## config.mk

```make
export PLATFORM = sky130hd
export DESIGN_NAME = mp1g_back
export DESIGN_NICKNAME = d
export VERILOG_FILES = /design/src/hw/rtl/mp1g_pkg.sv /design/src/hw/rtl/mp1g_back.sv
export SDC_FILE = /design/constraint.sdc
export NUM_CORES = 1
export LEC_CHECK = 0
export ABC_AREA = 0
export BUFFER_PORTS_ARGS = -buffer_cell sky130_fd_sc_hd__buf_4
export CORE_ASPECT_RATIO = 1.2
export CORE_UTILIZATION = 40
export CTS_CLUSTER_DIAMETER = 30
export DETAILED_ROUTE_END_ITERATION = 10
export GPL_TIMING_DRIVEN = 0
export SYNTH_ARGS = -nofsm -noshare
export SYNTH_HDL_FRONTEND = slang
export SYNTH_SLANG_ARGS = --single-unit
```

## constraint.sdc

```tcl
create_clock -name clk_i -period 2.3 [get_ports clk_i]
set_input_delay 0.46 -clock clk_i [delete_from_list [all_inputs] [get_ports clk_i]]
set_output_delay 0.46 -clock clk_i [all_outputs]
set_load 0.01 [all_outputs]
```

## src/hw/rtl/mp1g_pkg.sv

```systemverilog
// shared types and constants for the 1-d max pool with gradient routing
package mp1g_pkg;

  // widths fixed by the item fields
  localparam int unsigned ValW   = 32;
  localparam int unsigned IdxW   = 10;
  localparam int unsigned WidthW = 5;

  // largest pooling window honored, wider settings are clamped
  localparam int unsigned MaxWidth = 16;

  // depth of the queue between front and back
  localparam int unsigned QDepth = 4;

  // item function codes
  typedef enum logic {
    KindFwd = 1'b0,
    KindBwd = 1'b1
  } item_kind_e;

  // one command handed from front to back
  typedef struct packed {
    item_kind_e          kind;
    logic [ValW-1:0]     value;      // max (fwd) or gradient (bwd)
    logic [IdxW-1:0]     index;      // argmax (fwd) or window base (bwd)
    logic                last;
    logic                has_win;    // bwd: a window receives the gradient
    logic [IdxW-1:0]     pos;        // bwd: stored argmax of that window
    logic [WidthW-1:0]   width;      // effective window width
    logic [WidthW-1:0]   tail;       // bwd: zeros for the dropped tail
    logic [IdxW-1:0]     tail_base;  // bwd: first index of the tail
  } cmd_t;

endpackage

```

## src/hw/rtl/mp1g_back.sv

```systemverilog
// back end: turns queued commands into result transfers
module mp1g_back (
  input  logic                             clk_i,
  input  logic                             rst_ni,
  input  logic                             cmd_valid_i,
  output logic                             cmd_ready_o,
  input  mp1g_pkg::cmd_t                   cmd_i,
  output logic                             out_valid_o,
  input  logic                             out_ready_i,
  output logic signed [mp1g_pkg::ValW-1:0] out_value_o,
  output logic [mp1g_pkg::IdxW-1:0]        out_index_o,
  output logic                             out_last_o
);

  typedef enum logic {
    PhWin,
    PhTail
  } phase_e;

  mp1g_pkg::cmd_t              cur_q, cur_d;
  logic                        cur_v_q, cur_v_d;
  phase_e                      ph_q, ph_d;
  logic [mp1g_pkg::WidthW-1:0] cnt_q, cnt_d;
  logic [mp1g_pkg::IdxW-1:0]   idx_q, idx_d;

  logic                        out_v_q, out_v_d;
  logic [mp1g_pkg::ValW-1:0]   oval_q, oval_d;
  logic [mp1g_pkg::IdxW-1:0]   oidx_q, oidx_d;
  logic                        olast_q, olast_d;

  logic emit, done, load, win_end;

  assign emit    = cur_v_q && (!out_v_q || out_ready_i);
  assign win_end = (cnt_q == cur_q.width - 1'b1);

  // result generation and sequencing
  always_comb begin
    cur_d   = cur_q;
    cur_v_d = cur_v_q;
    ph_d    = ph_q;
    cnt_d   = cnt_q;
    idx_d   = idx_q;
    out_v_d = out_v_q && !out_ready_i;
    oval_d  = oval_q;
    oidx_d  = oidx_q;
    olast_d = olast_q;
    done    = 1'b0;

    if (emit) begin
      out_v_d = 1'b1;
      if (cur_q.kind == mp1g_pkg::KindFwd) begin
        oval_d  = cur_q.value;
        oidx_d  = cur_q.index;
        olast_d = cur_q.last;
        done    = 1'b1;
      end else if (ph_q == PhWin) begin
        oval_d  = (idx_q == cur_q.pos) ? cur_q.value : '0;
        oidx_d  = idx_q;
        olast_d = win_end && cur_q.tail == '0 && cur_q.last;
        done    = win_end && cur_q.tail == '0;
        if (win_end) begin
          ph_d  = PhTail;
          idx_d = cur_q.tail_base;
          cnt_d = '0;
        end else begin
          idx_d = idx_q + 1'b1;
          cnt_d = cnt_q + 1'b1;
        end
      end else begin
        oval_d  = '0;
        oidx_d  = idx_q;
        done    = (cnt_q == cur_q.tail - 1'b1);
        olast_d = done;
        idx_d   = idx_q + 1'b1;
        cnt_d   = cnt_q + 1'b1;
      end
    end

    // take the next command as the current one finishes, or whenever none is held
    if (load) begin
      cur_v_d = cmd_valid_i;
      cur_d   = cmd_i;
      cnt_d   = '0;
      if (cmd_i.has_win) begin
        ph_d  = PhWin;
        idx_d = cmd_i.index;
      end else begin
        ph_d  = PhTail;
        idx_d = cmd_i.tail_base;
      end
    end
  end

  assign load        = !cur_v_q || (emit && done);
  assign cmd_ready_o = load;

  always_ff @(posedge clk_i or negedge rst_ni) begin
    if (!rst_ni) begin
      cur_q   <= '0;
      cur_v_q <= 1'b0;
      ph_q    <= PhWin;
      cnt_q   <= '0;
      idx_q   <= '0;
      out_v_q <= 1'b0;
      oval_q  <= '0;
      oidx_q  <= '0;
      olast_q <= 1'b0;
    end else begin
      cur_q   <= cur_d;
      cur_v_q <= cur_v_d;
      ph_q    <= ph_d;
      cnt_q   <= cnt_d;
      idx_q   <= idx_d;
      out_v_q <= out_v_d;
      oval_q  <= oval_d;
      oidx_q  <= oidx_d;
      olast_q <= olast_d;
    end
  end

  assign out_valid_o = out_v_q;
  assign out_value_o = oval_q;
  assign out_index_o = oidx_q;
  assign out_last_o  = olast_q;

`ifndef ASSERT_OFF
  a_win_cnt: assert property (@(posedge clk_i) disable iff (!rst_ni)
    cur_v_q && cur_q.kind == mp1g_pkg::KindBwd && ph_q == PhWin
      |-> cur_q.has_win && cnt_q < cur_q.width)
    else $error("window counter out of range");
  a_tail_cnt: assert property (@(posedge clk_i) disable iff (!rst_ni)
    cur_v_q && cur_q.kind == mp1g_pkg::KindBwd && ph_q == PhTail
      |-> cnt_q < cur_q.tail)
    else $error("tail counter out of range");
`endif

endmodule

```

* After elaboration in Yosys (flattened, before gate mapping)
Cells that the tools add are included.
** Word-level totals
- Flip-flop bits (word level) :: 135
- Bits in latches :: 0
- Bits in writable memories :: 0
- Memory bits (read-only) :: 0
- Input port bits :: 79
- Output and inout bits :: 45
- Word-level logic and storage cells :: 64
- Memories :: 0
** Cells by class
- Add/subtract/negate cells :: 4
- Multipliers :: 0
- Div/mod/pow operators :: 0
- $lt $le $gt $ge :: 0
- Equality and inequality tests :: 3
- Shift-type cells :: 0
- Muxes and demuxes :: 27
- Bitwise gates (word level) :: 0
- Reduce and logical (&&, ||, !) cells :: 14
** Operator list (number)
- $mux 32 :: 3
- $mux 10 :: 7
- $mux 5 :: 5
- $mux 1 :: 12
- $add 10x1->10 const B :: 1
- $eq 10x10->1 :: 1
- $eq 5x5->1 :: 2
- $sub 5x1->5 const B :: 2
- $add 5x1->5 const B :: 1
- $logic_and 1x1->1 :: 5
- $logic_not 5->1 :: 1
- $reduce_bool 2->1 :: 2
- $logic_not 1->1 :: 3
- $logic_or 1x1->1 :: 2
- $reduce_and 2->1 :: 1

* Logic depth before layout (Yosys ltp)
- Depth in word-level cells :: 10
- Mapped depth :: 11
- Mapped depth without buffers :: 9

* Least setup slack after synthesis
OpenSTA, ideal clock, no wires.
- Path type :: register to output
- Start point :: register cur_q[10] in the netlist's numbering
- End point :: output port cmd_ready_o
- Arrival time :: 1999 ps
- Data required time :: 1840 ps
- Setup slack :: -159 ps
- Stages on the path, launching flop included :: 11
- Buffers on the path :: 2
- Cell sequence :: dfrtp_1 inv_1 ha_1 xor2_1 nand3_1 o21a_1 or3_1 and2_4 inv_4 buf_12 buf_8
** Between the ends
- Longest elaborated chain between the ends :: 7
- Elaborated cells between the ends (all ways) :: 9
- Those cells by class :: add/sub (1); eq/ne (1); mux (3); reduce/logical (4)
** RTL lines
- start, declared :: line mp1g_back.sv:20 : mp1g_pkg::cmd_t cur_q, cur_d;
- start signal, assigned :: line mp1g_back.sv:109 : cur_q <= cur_d;
- $sub 5x1->5 or $logic_not 5->1 (tied branches) :: line mp1g_back.sv:72, mp1g_back.sv:60
- $eq 5x5->1 or $logic_and 1x1->1 (tied branches) :: line mp1g_back.sv:72, mp1g_back.sv:60
- $mux 1 (*) :: line mp1g_back.sv:56 : end else if (ph_q == PhWin) begin
- $mux 1 (*) :: line mp1g_back.sv:51 : if (cur_q.kind == mp1g_pkg::KindFwd) begin
- $mux 1 (*) :: line mp1g_back.sv:49 : if (emit) begin
- $logic_and 1x1->1 (*) :: line mp1g_back.sv:94 : assign load = !cur_v_q || (emit && done);
- $logic_or 1x1->1 (*) :: line mp1g_back.sv:94
- end, declared :: line mp1g_back.sv:6 : output logic cmd_ready_o,
Every way passes the cells marked *; elsewhere a longest branch is shown, timed or not.

* Worst setup path in the final report
- Start point :: register cur_q[11] in the netlist's numbering
- End point :: output port cmd_ready_o
The elaborated chain is that of the path after synthesis.

==> metrics.txt <==
Synth area leader=dfrtp_1; Detailed Route Iter0 Violations=153; Post-synth ARST share=1.00; root buffer cell=clkbuf_16; Yosys top cell area share=0.545; total clock sinks=roughly 140; Max clock buf depth=2; startpoint types=flop; # rows=49; peak supply drop=0.000809 V; sw frac=0.349; initial antenna violation count=0; Post-Syn Nets=560; Cells after Synth=477; Clock Power Share=0.163; Synth Warn #=0; max layer used=met4; wire length per cell=19.8 um; Clock Skews=0.0104 ns; CTS H-tree depth=4; Mapped Area=6200 um2; global-route wire length before repair=about 27000 um; antenna diode count=0; Post-synth EDFFs=0; sequential power share=0.286; post-layout instance count excluding filler cells=between 800 and 900; Layout area overhead=39.0%; internal power=9.93 mW; top cells by area, synth=dfrtp_1 (55%), mux2_2 (10%), mux2_4 (4.8%); Cell variety after synth=55; metal3 WL=1130 um; Max Cap Viol=0; largest net degree at the start of global routing=approximately 80; io pins=between 100 and 150; share of layout cells above drive strength 1=0.459; via/cell ratio=5.25; max frequency=0.345 GHz; drt drc=0; Clk Latency, worst-skew pair=0.41 ns; port bufs=123; M1 WL=7260 um; kind of critical path=reg2out; P_leak=3.98 nW; final worst path period need=slightly below 3 ns; Reg clk slew, reported paths=0.05 ns; Worst Path Required=roughly 1.8 ns; First-pass DRT Iterations=4; crit-path max FO=3; CTS tree=yes; CP Data Arrival Time=approximately 2.4 ns; Post-DP HPWL=10500 um; Seq/Total Area, Yosys=0.545; vias in the first global route=4888; most common library cells after synthesis=dfrtp_1 (135), mux2_2 (57), a22o_1 (32); Die Span X=116 um; RSZ-0062 raised after global routing=true; Worst Tran Pin Value=0.848 ns; via count=4491; failing checks=setup timing; global route total overflow=0; Comb pwr share=0.551; Fin. Hold Viols=0; Antenna Nets Post-Route=0; Cell Pwr Density=around 1800 nW/um2; routed wl met2=approximately 8200 um; post-layout net count=723; CTS buffer count=17; Slew Limit Fails=0; setup violators final=79; Min-Delay Path Class=in2async; Die Y=138 um; Initial Utilization=0.411; final period utilization=1.26; NetSw=around 5.3 mW; CP Capture Type=primary output; ys flop type=dfrtp_1; WL final=~17000 um; PnR Total Power=around 15 mW; setup ws final=-0.594 ns; Relative slew margins=0.435; DP Cell Count=805; RD Place Congestion=0.798; most frequent cell after synthesis=dfrtp_1; Avg Cell Area, Syn=approximately 13 um2; GRT Util Overall=0.223; status=finished with violations; Core Area=15100 um2; Yosys reg bits=135; Hold Buf Count CTS=0; die area=between 15000 and 20000 um2
## routing by layer
metal  vias to the layer above  track usage
met1                      2278        0.280
met5                         -            0
li1                       2063            -
met4                         0       0.0715
met2                       130        0.354
met3                        20       0.0811
## cell type report
cell class              count  area [um2]
plain buffers              29         215
clock buffers              22         454
clock inverters             8        77.6
fillers                  1305        6470
inverters                   9        36.3
multi-input cells         300        2860
flip-flops and latches    135        3380
well taps                 204         255
repair buffers            148        1330
## flip-flops by register name (all words and copies together), names as in the netlist
register     cells
cnt_q            5
cur_q           74
cur_v_q          1
idx_q           10
out_index_o     10
out_last_o       1
out_valid_o      1
out_value_o     32
ph_q             1
## kinds of logic (layout without fill, tap and decap cells)
| kind of cell | Yosys count | after routing | synth area share |
|---|---|---|---|
| adders and majority gates | 4 | 4 | 0.00808 |
| AOI/OAI and AO/OA | 95 | 95 | 0.117 |
| xor gates and xnor gates | 30 | 30 | 0.0424 |
| DFF | 135 | 135 | 0.545 |
| and+or+nand+nor | 75 | 75 | 0.0646 |
| muxes | 96 | 96 | 0.184 |
| buffers and inverters | 42 | 216 | 0.0386 |
## worst max-delay path, cell delays in order (launching register included)
cell	delay, ns
dfrtp_1	0.38
inv_2	0.06
ha_4	0.27
xor2_2	0.13
nand3_1	0.11
o21a_1	0.21
or3_4	0.37
and2_4	0.16
inv_4	0.06
buf_12	0.10
buf_12	0.09
buf_6	0.09
## metrics by stage
step | hold WS (ns) | cell area [um2] | worst slack [ns] | TNS, ns | utilization
finish | 0.0125 | 8610 | -0.594 | -26.61 | 0.571
global route | 0.0566 | 8610 | -0.716 | -35.50 | 0.571
CTS | 0.0348 | 8600 | -0.656 | -28.56 | 0.570
detailed placement | 0.470 | 7410 | -0.460 | -26.87 | 0.491
global placement | 0.468 | 7370 | -0.424 | -24.90 | 0.489
floorplan | 0.164 | 6200 | -0.128 | -3.51 | -
## power by group through the flow
stage	Clock [mW]	Sequential (mW)	Combinational, mW
CTS	2.55	4.35	8.39
finish	2.49	4.36	8.41
global placement	0	4.31	5.89
global route	2.65	4.51	8.95
detailed placement	0	4.34	6.04
floorplan	0	4.28	4.30
## cell usage in the layout (no fill, tap or decap), types with 5 or more instances in the layout
cell type and count:
dfrtp_1 135, buf_4 130, mux2_4 69, a22o_1 32
nand2_1 22, clkbuf_1 19, clkbuf_16 18, xor2_1 16
a21oi_1 16, mux2_2 14, o21ai_0 14, buf_12 13
xnor2_1 12, nor3_1 12, mux2i_1 12, nand3_1 8
o221a_2 8, nor2_1 7, o211ai_1 7, clkinvlp_4 5
## final timing paths
| path | depth (start not counted) | slack (ns) | start | to |
|---|---|---|---|---|
| setup / recovery | 11 | -0.59 | cur_q[11]$_DFFE_PN0N_ | cmd_ready_o |
| hold / removal | 1 | 0.01 | rst_ni | cur_q[17]$_DFFE_PN0N_ |
| setup reg to reg | 15 | -0.54 | cur_q[16]$_DFFE_PN0N_ | cur_q[63]$_DFFE_PN0N_ |
| hold reg to reg | 2 | 0.48 | out_index_o[8]$_DFFE_PN0P_ | out_index_o[8]$_DFFE_PN0P_ |
| max in group asynchronous | 2 | 1.52 | rst_ni | out_index_o[9]$_DFFE_PN0P_ |
| min in group clk_i | 2 | 0.25 | cmd_valid_i | cur_v_q$_DFFE_PN0N_ |
## repair_timing
| item | CTS | global route |
|---|---|---|
| pin swaps | 12 | 7 |
| setup buffers | 18 | 4 |
| gates cloned | 6 | 1 |
| endpoints found under the setup margin | 123 | 119 |
| resized for setup | 87 | 29 |
(Power assumes the default switching activity.)
