File: src/hw/rtl/mp1g_fifo.sv
// small flip-flop queue between front and back
module mp1g_fifo #(
  parameter int unsigned Width = 8,
  parameter int unsigned Depth = 4
) (
  input  logic             clk_i,
  input  logic             rst_ni,
  input  logic             in_valid_i,
  output logic             in_ready_o,
  input  logic [Width-1:0] in_data_i,
  output logic             out_valid_o,
  input  logic             out_ready_i,
  output logic [Width-1:0] out_data_o
);

  localparam int unsigned PtrW = (Depth > 1) ? $clog2(Depth) : 1;
  localparam int unsigned CntW = $clog2(Depth + 1);
  localparam logic [PtrW-1:0] LastPtr = PtrW'(Depth - 1);
  localparam logic [CntW-1:0] Full    = CntW'(Depth);

  logic [Width-1:0] mem_q [Depth];
  logic [PtrW-1:0]  wr_ptr_q, wr_ptr_d, rd_ptr_q, rd_ptr_d;
  logic [CntW-1:0]  cnt_q, cnt_d;
  logic             push, pop;

  assign in_ready_o  = (cnt_q != Full);
  assign out_valid_o = (cnt_q != '0);
  assign out_data_o  = mem_q[rd_ptr_q];
  assign push        = in_valid_i && in_ready_o;
  assign pop         = out_valid_o && out_ready_i;

  // pointer and fill count update
  always_comb begin
    wr_ptr_d = wr_ptr_q;
    rd_ptr_d = rd_ptr_q;
    cnt_d    = cnt_q;
    if (push) begin
      wr_ptr_d = (wr_ptr_q == LastPtr) ? '0 : wr_ptr_q + 1'b1;
    end
    if (pop) begin
      rd_ptr_d = (rd_ptr_q == LastPtr) ? '0 : rd_ptr_q + 1'b1;
    end
    if (push && !pop) begin
      cnt_d = cnt_q + 1'b1;
    end else if (pop && !push) begin
      cnt_d = cnt_q - 1'b1;
    end
  end

  always_ff @(posedge clk_i or negedge rst_ni) begin
    if (!rst_ni) begin
      wr_ptr_q <= '0;
      rd_ptr_q <= '0;
      cnt_q    <= '0;
    end else begin
      wr_ptr_q <= wr_ptr_d;
      rd_ptr_q <= rd_ptr_d;
      cnt_q    <= cnt_d;
    end
  end

  // storage
  always_ff @(posedge clk_i) begin
    if (push) begin
      mem_q[wr_ptr_q] <= in_data_i;
    end
  end

`ifndef ASSERT_OFF
  a_cnt_bound: assert property (@(posedge clk_i) disable iff (!rst_ni)
    cnt_q <= Full)
    else $error("queue fill count beyond depth");
`endif

endmodule

File: config.mk
export PLATFORM = sky130hd
export DESIGN_NAME = mp1g_fifo
export DESIGN_NICKNAME = d
export VERILOG_FILES = /design/src/hw/rtl/mp1g_fifo.sv
export SDC_FILE = /design/constraint.sdc
export NUM_CORES = 1
export LEC_CHECK = 0
export BUFFER_PORTS_ARGS = -buffer_cell sky130_fd_sc_hd__buf_2
export CAP_MARGIN = 20
export CORE_MARGIN = 2
export CORE_UTILIZATION = 53
export DETAILED_ROUTE_END_ITERATION = 10
export GPL_ROUTABILITY_DRIVEN = 0
export GPL_TIMING_DRIVEN = 0
export PLACE_DENSITY = 0.74
export SKIP_CTS_REPAIR_TIMING = 1
export SYNTH_ARGS = -nofsm -noshare
export SYNTH_HDL_FRONTEND = slang
export SYNTH_SLANG_ARGS = --single-unit
File: constraint.sdc
create_clock -name clk_i -period 2.5 [get_ports clk_i]
set_input_delay 0.75 -clock clk_i [delete_from_list [all_inputs] [get_ports clk_i]]
set_output_delay 0.75 -clock clk_i [all_outputs]
set_load 0.02 [all_outputs]
---- Word level (Yosys, flattened, before mapping) ----
Memory sizes are Yosys's and may differ from the RTL's.
Index checks and enable logic that the tools add are counted.
storage, ports and cells
  word-level logic and storage cells ...... 25
  memories ................................ 1
  bits of input ports ..................... 12
  bits in registers ....................... 7
  bits in writable memories ............... 32
  output and inout bits ................... 10
cells by class
  eq/ne operators ......................... 3
  reductions and logical operators ........ 8
  multiplexer cells ....................... 6
  $add $sub $neg .......................... 4
memory list
  name   depth  bits a word  rd ports  clocked after Yosys merged registers in  write ports  RTL line  text
  mem_q  4      8            1         0                                        1            21        logic [Width-1:0] mem_q [Depth];
operator list
  kind                   number
  $mux W3                2
  $add A2 B1 Y2 const B  2
  $eq A2 B2 Y1 const B   2
  $logic_and A1 B1 Y1    4
  $mux W2                2
  $add A3 B1 Y3 const B  1
  $ne A3 B3 Y1 const B   1
  $reduce_bool A3 Y1     1
  $sub A3 B1 Y3 const B  1
  $logic_not A1 Y1       2
  $mux W1                2
  $reduce_bool A2 Y1     1

---- Depth between registers and ports, before layout ----
Gate-level depths: netlist (run 1).
  depth after elaboration ................. 6
  gate-level depth with buffers ........... 8
  gate-level depth less buffers ........... 8

---- Worst setup path before layout (run 1) ----
Ideal clock, no wire load.
  path kind ............................... flip-flop to flip-flop
  start point ............................. register cnt_q[0]
  end point ............................... register cnt_q[2]
  setup time .............................. 0.079 ns
  required time ........................... 2.421 ns
  period minus slack after synthesis ...... 2.147 ns
  slack ................................... 0.353 ns
  path buffers ............................ 0
  arrival ................................. 2.068 ns
  stages on the path, launching flop included .. 9
  cells stage by stage .................... dfrtp_1 -> or3_2 -> nand2_1 -> ha_1 -> inv_1 -> fa_1 -> xor2_1 -> nor2_1 -> xor2_1
on the way
  cells in the longest elaborated chain, start to end .. 5
  elaborated cells between the ends (all ways) .. 13
  classes of those cells .................. add/sub: 2; eq/ne: 1; mux: 2; reduce/logical: 8
ends and longest elaborated chain
  what                                           RTL line  text
  start: declaration                             23        logic [CntW-1:0] cnt_q, cnt_d;
  start signal: assignment                       58        cnt_q <= cnt_d;
  $reduce_bool A3 Y1 (*)                         27        assign out_valid_o = (cnt_q != '0);
  via out_valid_o                                11        output logic out_valid_o,
  $logic_and A1 B1 Y1 (*)                        30        assign pop = out_valid_o && out_ready_i;
  $logic_not A1 Y1                               43        if (push && !pop) begin
  $logic_and A1 B1 Y1                            43
  $mux W3 or $reduce_bool A2 Y1 (tied branches)  -
The timed path passes the listed nets; every way through them passes the cells marked *. The select of a mux whose other input is x is not followed.
A chain may end at the register's enable or synchronous reset.

---- Worst setup path after layout (run 1) ----
  start point ............................. register rd_ptr_q[0]
  end point ............................... output port out_data_o[0]
on the way
  cells in the longest elaborated chain, start to end .. 1
ends and longest elaborated chain
  what                      RTL line  text
  start: declaration        22        logic [PtrW-1:0] wr_ptr_q, wr_ptr_d, rd_ptr_q, rd_ptr_d;
  start signal: assignment  57        rd_ptr_q <= rd_ptr_d;
  $mem_v2 Z4 W8             -
  end: declaration          13        output logic [Width-1:0] out_data_o
Every way passes these cells.

==> summary.txt, run 1 <==
Status
  • Status: finished, violations left
  • Failing checks: design-rule violations

Yosys
  • Top cell type's share of synthesized area: 60.28%
  • Net Count, Synth: 97
  • Post-Synth Simple-Gate Area: under 10%
  • Synth Area in Compound Gates: 0%
  • Async S/R FF share, synth: approximately 18%
  • Dominant cell type by area after synthesis: edfxtp_1
  • Number of synthesized flops with an enable pin: 32
  • Cell area after synthesis: ~0.0016 mm²
  • Ys flop type: edfxtp_1
  • Number of synthesized register bits: 39
  • Synth Area in Adders: around 6.0%
  • Top cells by count, synth: edfxtp_1 (32), mux4_2 (8), dfrtp_1 (7), ha_1 (6), and3_2 (4)
  • Synthesis Warnings: 0
  • Post-Syn Instances: 78
  • Synth Area in XOR/XNOR: between 1.5 and 2%
  • Synth unique cells: 18
  • Synth top area cells: edfxtp_1 (60%), mux4_2 (11%), dfrtp_1 (11%)
  • Syn_area_per_cell: a little over 20 µm²
  • Top-count cell post-synth: edfxtp_1
  • Mux contribution to synthesized area: 15.31%
  • Seq/Total Area, Yosys: slightly above 70%
  • Largest family of logic cells by synthesized area: multiplexers

Cells and area
  • # nets final: ~130
  • Multi-input gate area: about 440 µm²
  • Register area: roughly 0.0011 mm²
  • Design Area, Final: around 0.0018 mm²
  • Non-Filler Instances: between 100 and 150
  • # diodes: 0
  • Area grow syn2layout: 12.40%
  • Fillers: slightly above 200
  • Layout cells sized above 1: 45.79%

Timing
  • Fin Clk Skew: between 0.015 and 0.02 ns
  • Final WS setup: between 0.1 and 0.15 ns
  • # setup viols final: 0
  • RSZ-0062 raised after global routing: false
  • Final hold viol count: 0
  • Maximum clock rate: 419.6 MHz
  • Worst Tran Pin Value: about 0.26 ns
  • Tcrit/Tclk final: between 90 and 100%
  • Count of pins over their slew limit: 0
  • Max-Slew Margin vs Limit: roughly 83%
  • Fin crit period: between 2 and 2.5 ns
  • Fin Setup TNS: 0 ns

Critical path
  • Critical path startpoint category: flip-flop
  • Crit path launch: rd_ptr_q[0]
  • Slowest cell on crit path: mux4_2
  • Crit path max fanout: 10
  • CP cell instances: buf_4 -> mux4_2 -> buf_2
  • Delay of the slowest cell on the worst path: about 0.52 ns
  • Crit Path Category: flip-flop to primary output
  • CP endpoint kind: primary output
  • Crit Reg-Reg Startpoint: cnt_q[0]
  • Critical path data arrival time: 1.63 ns
  • FF-to-FF path depth: 8
  • Worst Path Required: approximately 1.8 ns

Floorplanning
  • Starting density of the core: 56.82%
  • Chip width: between 50 and 60 µm
  • CORE AREA: about 0.0028 mm²
  • DIE HEIGHT: approximately 59 µm
  • Rows: 19
  • Die area: roughly 0.0035 mm²
  • I/O pin cnt: 22

Global route
  • Total global-route track usage: 16.29%
  • Vias in the first global route: around 790
  • Largest net degree at the start of global routing: 12
  • Initial antenna violation count: 0
  • First-pass GRT wire length: roughly 3800 µm
  • Grt total ovfl: 0

CTS
  • TritonCTS Buffers: 5
  • CTS tree: built
  • H-tree levels: 2
  • Clock Latency Late Sink: 0.35 ns
  • Root Buffer: clkbuf_4
  • Clock buffer depth: 2
  • Clock-pin slew on the worst setup and hold paths: roughly 0.11 ns
  • Sinks on Clock Net: 39

Place
  • DPL Wire Length: about 1700 µm
  • Pre-CTS WS: about 0.29 ns
  • IO buf count: 21
  • Post-Place Cells: 130
  • Placed Area: roughly 0.0017 mm²

Job
  • Number of max-cap violations: 0

Route
  • WL final: approximately 2400 µm
  • Via/cell ratio: between 5 and 6
  • DRC Markers: 3
  • Drt first pass iters: 6
  • Post-DRT Antenna Nets: 0
  • Via count: just under 800
  • Post-DR wirelength/cell: 17.30 µm
  • DRT iter0 DRCs: 10

Pwr
  • Max rail drop VDD: 0.0006547 V
  • Sw Pwr: between 700 and 800 µW
  • Sw Ratio: 33.85%
  • LEAKAGE: about 0.69 nW
  • Power per cell area: roughly 1200 mW/mm²
  • Register share of total power: around 46%
  • Internal power: ~1.4 mW
  • Clock share of power: 14.4%
  • Gate power share: 39.6%

Hold path
  • Hold Crit Class: primary input to async pin
[area by class of cell]
| cell class | instances | area share [%] |
|---|---|---|
| repair buffers | 21 | 5.866 |
| inverters | 3 | 0.6285 |
| clock buffers | 7 | 2.514 |
| clock inverters | 1 | 0.2793 |
| flip-flops and latches | 39 | 63.41 |
| plain buffers | 2 | 0.6983 |
| well taps | 31 | 2.165 |
| multi-input cells | 34 | 24.44 |
[flip-flops by register name (all words and copies together) (netlist names)]
name	flops
cnt_q	3
rd_ptr_q	2
wr_ptr_q	2
mem_q	32
[power groups by stage]
stage	combinational, mW	sequential [mW]	clock (mW)
4_1_cts	0.839	0.961	0.310
3_3_place_gp	0.806	0.961	0
3_5_place_dp	0.837	0.976	0
5_1_grt	0.901	0.983	0.337
6_report	0.827	0.960	0.300
2_1_floorplan	0.628	0.950	0
[layout by cell type (no fill, tap or decap), drive strengths merged, types with 2 or more instances in the layout]
cell and n:
and3 4, buf 22, clkbuf 8, dfrtp 7
edfxtp 32, ha 6, inv 3, mux2 5
mux4 8, nor2 3, xor2 2
[cell families after synthesis]
logic type	count (synthesis)
multiplexers	13
buffers and inverters	5
XOR/XNOR	3
AND/OR/NAND/NOR	11
adder cells (fa/ha/maj)	7
flip-flops	39
[per-stage QoR]
step	power (mW)	utilization, %	hold WS, ns
after floorplan	1.579	-	0.4489
after global placement	1.767	61.95	0.4660
after detailed placement	1.813	61.95	0.4706
after CTS	2.109	63.74	0.2076
after global routing	2.222	63.87	0.2092
final	2.088	63.87	0.2157
[routing by layer]
metal	share of wire, %	vias up	GRT usage [%]
li1	-	358	-
met1	45	403	19.91
met2	49	17	25.87
met3	4.7	7	6.593
met4	2.0	0	6.818
met5	0	-	0
[worst max-delay path: cells and delay by family, from the launching register on]
kind / cells / cell delay, ns
mux: 1 / 0.52
buf+inv: 2 / 0.40
flops: 1 / 0.37
[path summary, 6_finish.rpt]
| path | endpoint | slack [ns] |
|---|---|---|
| max | out_data_o[0] | 0.12 |
| max in group asynchronous | wr_ptr_q[1] | 2.12 |
| min in group clk_i | cnt_q[2] | 0.48 |
| min | cnt_q[0] | 0.22 |
| max reg2reg | cnt_q[2] | 0.25 |
| min reg2reg | cnt_q[2] | 0.48 |
Note: power is estimated with default switching activity, not from simulation.
==> inputs of run 2 (changes only) <==
--- a/config.mk
+++ b/config.mk
@@ -7,12 +7,14 @@
 export LEC_CHECK = 0
 export BUFFER_PORTS_ARGS = -buffer_cell sky130_fd_sc_hd__buf_2
 export CAP_MARGIN = 20
+export CELL_PAD_IN_SITES_DETAIL_PLACEMENT = 1
+export CELL_PAD_IN_SITES_GLOBAL_PLACEMENT = 2
 export CORE_MARGIN = 2
-export CORE_UTILIZATION = 53
+export CORE_UTILIZATION = 42
 export DETAILED_ROUTE_END_ITERATION = 10
 export GPL_ROUTABILITY_DRIVEN = 0
 export GPL_TIMING_DRIVEN = 0
-export PLACE_DENSITY = 0.74
+export PLACE_DENSITY_LB_ADDON = 0.1
 export SKIP_CTS_REPAIR_TIMING = 1
 export SYNTH_ARGS = -nofsm -noshare
 export SYNTH_HDL_FRONTEND = slang
==> run 2 against run 1 <==
Against the previous run:
- sequential cell count is the same
- the flow now finishes without violations
- worst hold slack gained 0.065 ns
- register-to-register slack gained 0.04 ns
- worst setup slack lost 0.0031 ns
- first-iteration DRC count grew to 3.3 times the previous value
- clock power grew 100%
- combinational power is essentially flat
- largest cell class unchanged
- die area grew 24%
- via count grew 0.13%
- sequential share of layout area shrank 3.4 points
- sequential power is essentially flat
==> summary.txt, run 2 (synthesis gave the netlist of run 1 again) <==
Cells and area
  • Design Area, Final: 0.001894 mm² (was 0.001792 mm²)
  • Layout cells sized above 1: 45.79% (unchanged)
  • Most frequent cells in the layout: edfxtp_1 (32), buf_2 (21), mux4_2 (8), dfrtp_1 (7), ha_1 (6) (unchanged)
  • # diodes: 0 (unchanged)
  • Non-Filler Instances: 155 (was 138)
  • Top reg by flops: mem_q (unchanged)
  • Area grow syn2layout: 18.84% (was 12.40%)
  • Commonest non-fill, non-tap cell in the layout: edfxtp_1 (unchanged)
  • # nets final: 125 (unchanged)
  • Top Registers: mem_q (32), cnt_q (3) (unchanged)
  • Max FFs per register: 32 (unchanged)

CTS
  • H-tree levels: 2 (unchanged)
  • Clock buffer depth: 2 (unchanged)
  • Sinks on Clock Net: 39 (unchanged)
  • CTS tree: built (unchanged)
  • Root Buffer: clkbuf_8 (was clkbuf_4)
  • Clock-pin slew on the worst setup and hold paths: 0.07 ns (was 0.11 ns)
  • Clock Latency Late Sink: 0.29 ns (was 0.35 ns)
  • TritonCTS Buffers: 5 (unchanged)

Pwr
  • LEAKAGE: 0.7235 nW (was 0.6906 nW)
  • Tot Pwr: 2.392 mW (was 2.088 mW)
  • Power per cell area: 1263 mW/mm² (was 1166 mW/mm²)
  • Max rail drop VDD: 0.0005506 V (was 0.0006547 V)

Critical path
  • Crit path launch: rd_ptr_q[1] (was rd_ptr_q[0])
  • Worst Path Required: 1.75 ns (about the same)
  • Critical path data arrival time: 1.64 ns (was 1.63 ns)
  • CP endpoint kind: primary output (unchanged)
  • Crit Reg-Reg Startpoint: cnt_q[0] (unchanged)
  • Crit Path Category: flip-flop to primary output (unchanged)
  • Crit path max fanout: 9 (was 10)
  • Critical path startpoint category: flip-flop (unchanged)

Route
  • Post-DR wirelength/cell: 16.56 µm (was 17.30 µm)
  • DRT iter0 DRCs: 33 (was 10)
  • Via count: 786 (was 785)
  • Post-DRT Antenna Nets: 0 (unchanged)
  • Via/cell ratio: 5.071 (was 5.688)
  • WL final: 2567 µm (was 2387 µm)
  • DRC Markers: 0 (was 3)
  • Drt first pass iters: 2 (was 6)

Timing
  • Max-Slew Margin vs Limit: 64.55% (was 82.79%)
  • # setup viols final: 0 (unchanged)
  • Count of pins over their slew limit: 0 (unchanged)
  • Hold Slack: 0.2805 ns (was 0.2157 ns)
  • Final hold viol count: 0 (unchanged)
  • Fin Clk Skew: 0.006819 ns (was 0.01668 ns)
  • Fin crit period: 2.386 ns (was 2.383 ns)
  • RSZ-0062 raised after global routing: false (unchanged)
  • Maximum clock rate: 419.1 MHz (was 419.6 MHz)
  • Fin Setup TNS: 0 ns (unchanged)
  • Worst Tran Pin Value: 0.5317 ns (was 0.2581 ns)
  • Tcrit/Tclk final: 95.45% (was 95.32%)

Place
  • Post-Place Cells: 147 (was 130)
  • Placed Area: 0.001759 mm² (was 0.001738 mm²)
  • DPL Wire Length: 1856 µm (was 1651 µm)
  • IO buf count: 21 (unchanged)

Global route
  • First-pass GRT wire length: 4084 µm (was 3815 µm)
  • Total global-route track usage: 14.49% (was 16.29%)
  • Grt total ovfl: 0 (unchanged)
  • Initial antenna violation count: 0 (unchanged)
  • Vias in the first global route: 786 (was 794)
  • Largest net degree at the start of global routing: 13 (was 12)

Floorplanning
  • Starting density of the core: 43.54% (was 56.82%)
  • Die area: 0.004304 mm² (was 0.003462 mm²)
  • Chip width: 65.61 µm (was 58.84 µm)
  • I/O pin cnt: 22 (unchanged)
  • Rows: 22 (was 19)
  • CORE AREA: 0.003661 mm² (was 0.002805 mm²)
  • DIE HEIGHT: 65.61 µm (was 58.84 µm)

Status
  • Status: completed (was finished, violations left)

Hold path
  • Hold Crit Class: primary input to async pin (unchanged)

Job
  • Number of max-cap violations: 0 (unchanged)
## run 2: worst max-delay path, cell delays in order, from the launching register on
cell and delay, ns:
dfrtp_1 0.35, buf_1 0.43, mux4_2 0.40, buf_2 0.18
## run 2: metal layers
metal	vias up	part of all wire [%]	GRT usage, %
met1	404	43	17.42
met4	0	1.3	7.813
met5	-	0	0
li1	361	-	-
met2	17	51	22.45
met3	4	4.6	5.651
## run 2: per-stage QoR
step	setup WS, ns	utilization (%)
after global placement	0.3473	48.05
final	0.1138	51.74
after global routing	0.007522	51.74
after floorplan	0.3532	-
after detailed placement	0.3100	48.05
after CTS	0.02675	51.67
## run 2: power breakdown
group	internal [mW]	leakage, nW	switching [mW]	total (mW)
Clock	0.399	0.0654	0.207	0.605
Sequential	0.881	0.375	0.0776	0.959
Combinational	0.389	0.283	0.439	0.828
Total	1.67	0.724	0.724	2.39
## run 2: worst paths after layout
path	to	cells past startpoint	slack (ns)
setup / recovery	out_data_o[1]	3	0.11
hold / removal	wr_ptr_q[0]	1	0.28
setup reg to reg	cnt_q[2]	8	0.29
hold reg to reg	cnt_q[2]	1	0.51
max in group asynchronous	cnt_q[0]	1	2.06
min in group clk_i	cnt_q[2]	1	0.51
## run 2: final cells by class
| cell class | instances | area, µm² |
|---|---|---|
| tap | 48 | 60.06 |
| multi-input combinational | 34 | 437.9 |
| buffer | 2 | 11.26 |
| inverter | 3 | 11.26 |
| clock buffer | 6 | 72.57 |
| clock inverter | 2 | 60.06 |
| fill | 354 | 1767 |
| timing repair buffer | 21 | 105.1 |
| sequential | 39 | 1136 |
==> inputs of run 3 (changes only) <==
--- a/config.mk
+++ b/config.mk
@@ -14,7 +14,7 @@
 export DETAILED_ROUTE_END_ITERATION = 10
 export GPL_ROUTABILITY_DRIVEN = 0
 export GPL_TIMING_DRIVEN = 0
-export PLACE_DENSITY_LB_ADDON = 0.1
+export PLACE_DENSITY = 0.79
 export SKIP_CTS_REPAIR_TIMING = 1
 export SYNTH_ARGS = -nofsm -noshare
 export SYNTH_HDL_FRONTEND = slang
==> run 3 against run 2 <==
Against the previous run:
- sequential power is essentially flat
- clock skew shrank 0.0028 ns
- combinational power grew 0.7%
- clock-buffer cell count grew 1
- die area is the same
- final area shrank 2.6%
- worst hold slack gained 0.0070 ns
- via count shrank 0.64%
- power shrank 8.4%
- critical path depth is the same
- first-iteration DRC count shrank 15%
- wire length grew 0.82%
- largest power group unchanged
==> summary.txt, run 3 (synthesis gave the netlist of run 1 again) <==
Global route
  • Vias in the first global route: 874 (was 786)
  • Total global-route track usage: 14.10% (was 14.49%)
  • First-pass GRT wire length: 4181 µm (was 4084 µm)
  • Initial antenna violation count: 0 (unchanged)
  • Largest net degree at the start of global routing: 12 (was 13)
  • Grt total ovfl: 0 (unchanged)

CTS
  • Root Buffer: clkbuf_8 (unchanged)
  • Sinks on Clock Net: 39 (unchanged)
  • Clock-pin slew on the worst setup and hold paths: 0.07 ns (about the same)
  • Clock Latency Late Sink: 0.28 ns (was 0.29 ns)
  • Clock buffer depth: 2 (unchanged)
  • TritonCTS Buffers: 5 (unchanged)
  • H-tree levels: 2 (unchanged)
  • CTS tree: built (unchanged)

Floorplanning
  • I/O pin cnt: 22 (unchanged)
  • DIE HEIGHT: 65.61 µm (unchanged)
  • Starting density of the core: 43.54% (unchanged)
  • Chip width: 65.61 µm (unchanged)
  • Rows: 22 (unchanged)
  • CORE AREA: 0.003661 mm² (unchanged)
  • Die area: 0.004304 mm² (unchanged)

Timing
  • Count of pins over their slew limit: 0 (unchanged)
  • Final hold viol count: 0 (unchanged)
  • Max-Slew Margin vs Limit: 81.73% (was 64.55%)
  • Fin Setup TNS: 0 ns (unchanged)
  • Fin crit period: 2.369 ns (was 2.386 ns)
  • Fin Clk Skew: 0.004015 ns (was 0.006819 ns)
  • Worst Tran Pin Value: 0.2741 ns (was 0.5317 ns)
  • Maximum clock rate: 422.0 MHz (was 419.1 MHz)
  • Tcrit/Tclk final: 94.78% (was 95.45%)
  • RSZ-0062 raised after global routing: false (unchanged)
  • # setup viols final: 0 (unchanged)

Pwr
  • Tot Pwr: 2.193 mW (was 2.392 mW)
  • Power per cell area: 1189 mW/mm² (was 1263 mW/mm²)
  • LEAKAGE: 0.7033 nW (was 0.7235 nW)
  • Max rail drop VDD: 0.0005769 V (was 0.0005506 V)

Critical path
  • RR Endpoint: cnt_q[2] (unchanged)
  • Crit Path Category: flip-flop to primary output (unchanged)
  • Critical path data arrival time: 1.62 ns (was 1.64 ns)
  • Critical path startpoint category: flip-flop (unchanged)
  • Setup slack, reg-to-reg: 0.27 ns (was 0.29 ns)
  • FF-to-FF path depth: 8 (unchanged)
  • Crit path max fanout: 10 (was 9)
  • CP endpoint kind: primary output (unchanged)
  • Worst Path Required: 1.75 ns (about the same)
  • Crit Reg-Reg Startpoint: cnt_q[0] (unchanged)

Route
  • Drt first pass iters: 4 (was 2)
  • Post-DR wirelength/cell: 16.70 µm (was 16.56 µm)
  • DRT iter0 DRCs: 28 (was 33)
  • Post-DRT Antenna Nets: 0 (unchanged)
  • DRC Markers: 0 (unchanged)
  • Via/cell ratio: 5.039 (was 5.071)
  • Via count: 781 (was 786)
  • WL final: 2588 µm (was 2567 µm)

Place
  • IO buf count: 21 (unchanged)
  • DPL Wire Length: 1876 µm (was 1856 µm)

Cells and area
  • Top reg by flops: mem_q (unchanged)
  • Max FFs per register: 32 (unchanged)
  • # nets final: 125 (unchanged)
  • Commonest non-fill, non-tap cell in the layout: edfxtp_1 (unchanged)
  • Top Registers: mem_q (32), cnt_q (3) (unchanged)
  • Register area: 0.001136 mm² (unchanged)
  • Most frequent cells in the layout: edfxtp_1 (32), buf_2 (21), mux4_2 (8), dfrtp_1 (7), ha_1 (6) (unchanged)
  • Layout cells sized above 1: 45.79% (unchanged)
  • # diodes: 0 (unchanged)
  • Multi-input gate area: 437.9 µm² (unchanged)
  • Area grow syn2layout: 15.70% (was 18.84%)
  • Fillers: 374 (was 354)

Job
  • Number of max-cap violations: 0 (unchanged)

Status
  • Status: completed (unchanged)

Hold path
  • Hold Crit Class: primary input to async pin (unchanged)
run 3: critical path, stage by stage (launching register included):
cell and delay, ns:
dfrtp_1 0.35, clkbuf_4 0.26, mux4_2 0.54, buf_2 0.18
run 3: layer usage:
metal | track usage (%) | part of all wire [%]
met1 | 16.55 | 44
met2 | 23.21 | 50
met3 | 3.596 | 4.8
met4 | 8.594 | 1.7
met5 | 0 | 0
run 3: final cells by class:
type | count | area share [%]
plain buffers | 2 | 0.6784
clock buffers | 7 | 4.138
clock inverters | 1 | 0.2714
inverters | 3 | 0.6106
multi-input cells | 34 | 23.74
flip-flops and latches | 39 | 61.60
well taps | 48 | 3.256
repair buffers | 21 | 5.699
run 3: worst max-delay path by stage:
| stage | startpoint | to | slack, ns | cells past startpoint |
|---|---|---|---|---|
| after global routing | rd_ptr_q[0] | out_data_o[4] | 0.03 | 3 |
| after global placement | cnt_q[0] | cnt_q[2] | 0.34 | 8 |
| after floorplan | cnt_q[0] | cnt_q[2] | 0.35 | 8 |
| after CTS | rd_ptr_q[0] | out_data_o[4] | 0.02 | 3 |
| final | rd_ptr_q[0] | out_data_o[4] | 0.13 | 3 |
| after detailed placement | cnt_q[0] | cnt_q[2] | 0.31 | 8 |
run 3: power by group:
group          switching, mW  total (mW)  leakage, nW  internal (mW)
combinational          0.443       0.834        0.286          0.391
sequential            0.0802       0.961        0.375          0.881
clock                  0.201       0.397       0.0422          0.196
total                  0.725        2.19        0.703           1.47
run 3: per-stage QoR:
| step | setup slack (ns) | utilization, % | instances | hold slack (ns) | area (µm²) |
|---|---|---|---|---|---|
| after floorplan | 0.3532 | - | 78 | 0.4489 | 1594 |
| after global placement | 0.3370 | 48.05 | 147 | 0.4670 | 1759 |
| after detailed placement | 0.3080 | 48.05 | 147 | 0.4789 | 1759 |
| after CTS | 0.01701 | 50.27 | 155 | 0.2862 | 1841 |
| after global routing | 0.02624 | 50.38 | 155 | 0.2856 | 1844 |
| final | 0.1305 | 50.38 | 155 | 0.2875 | 1844 |
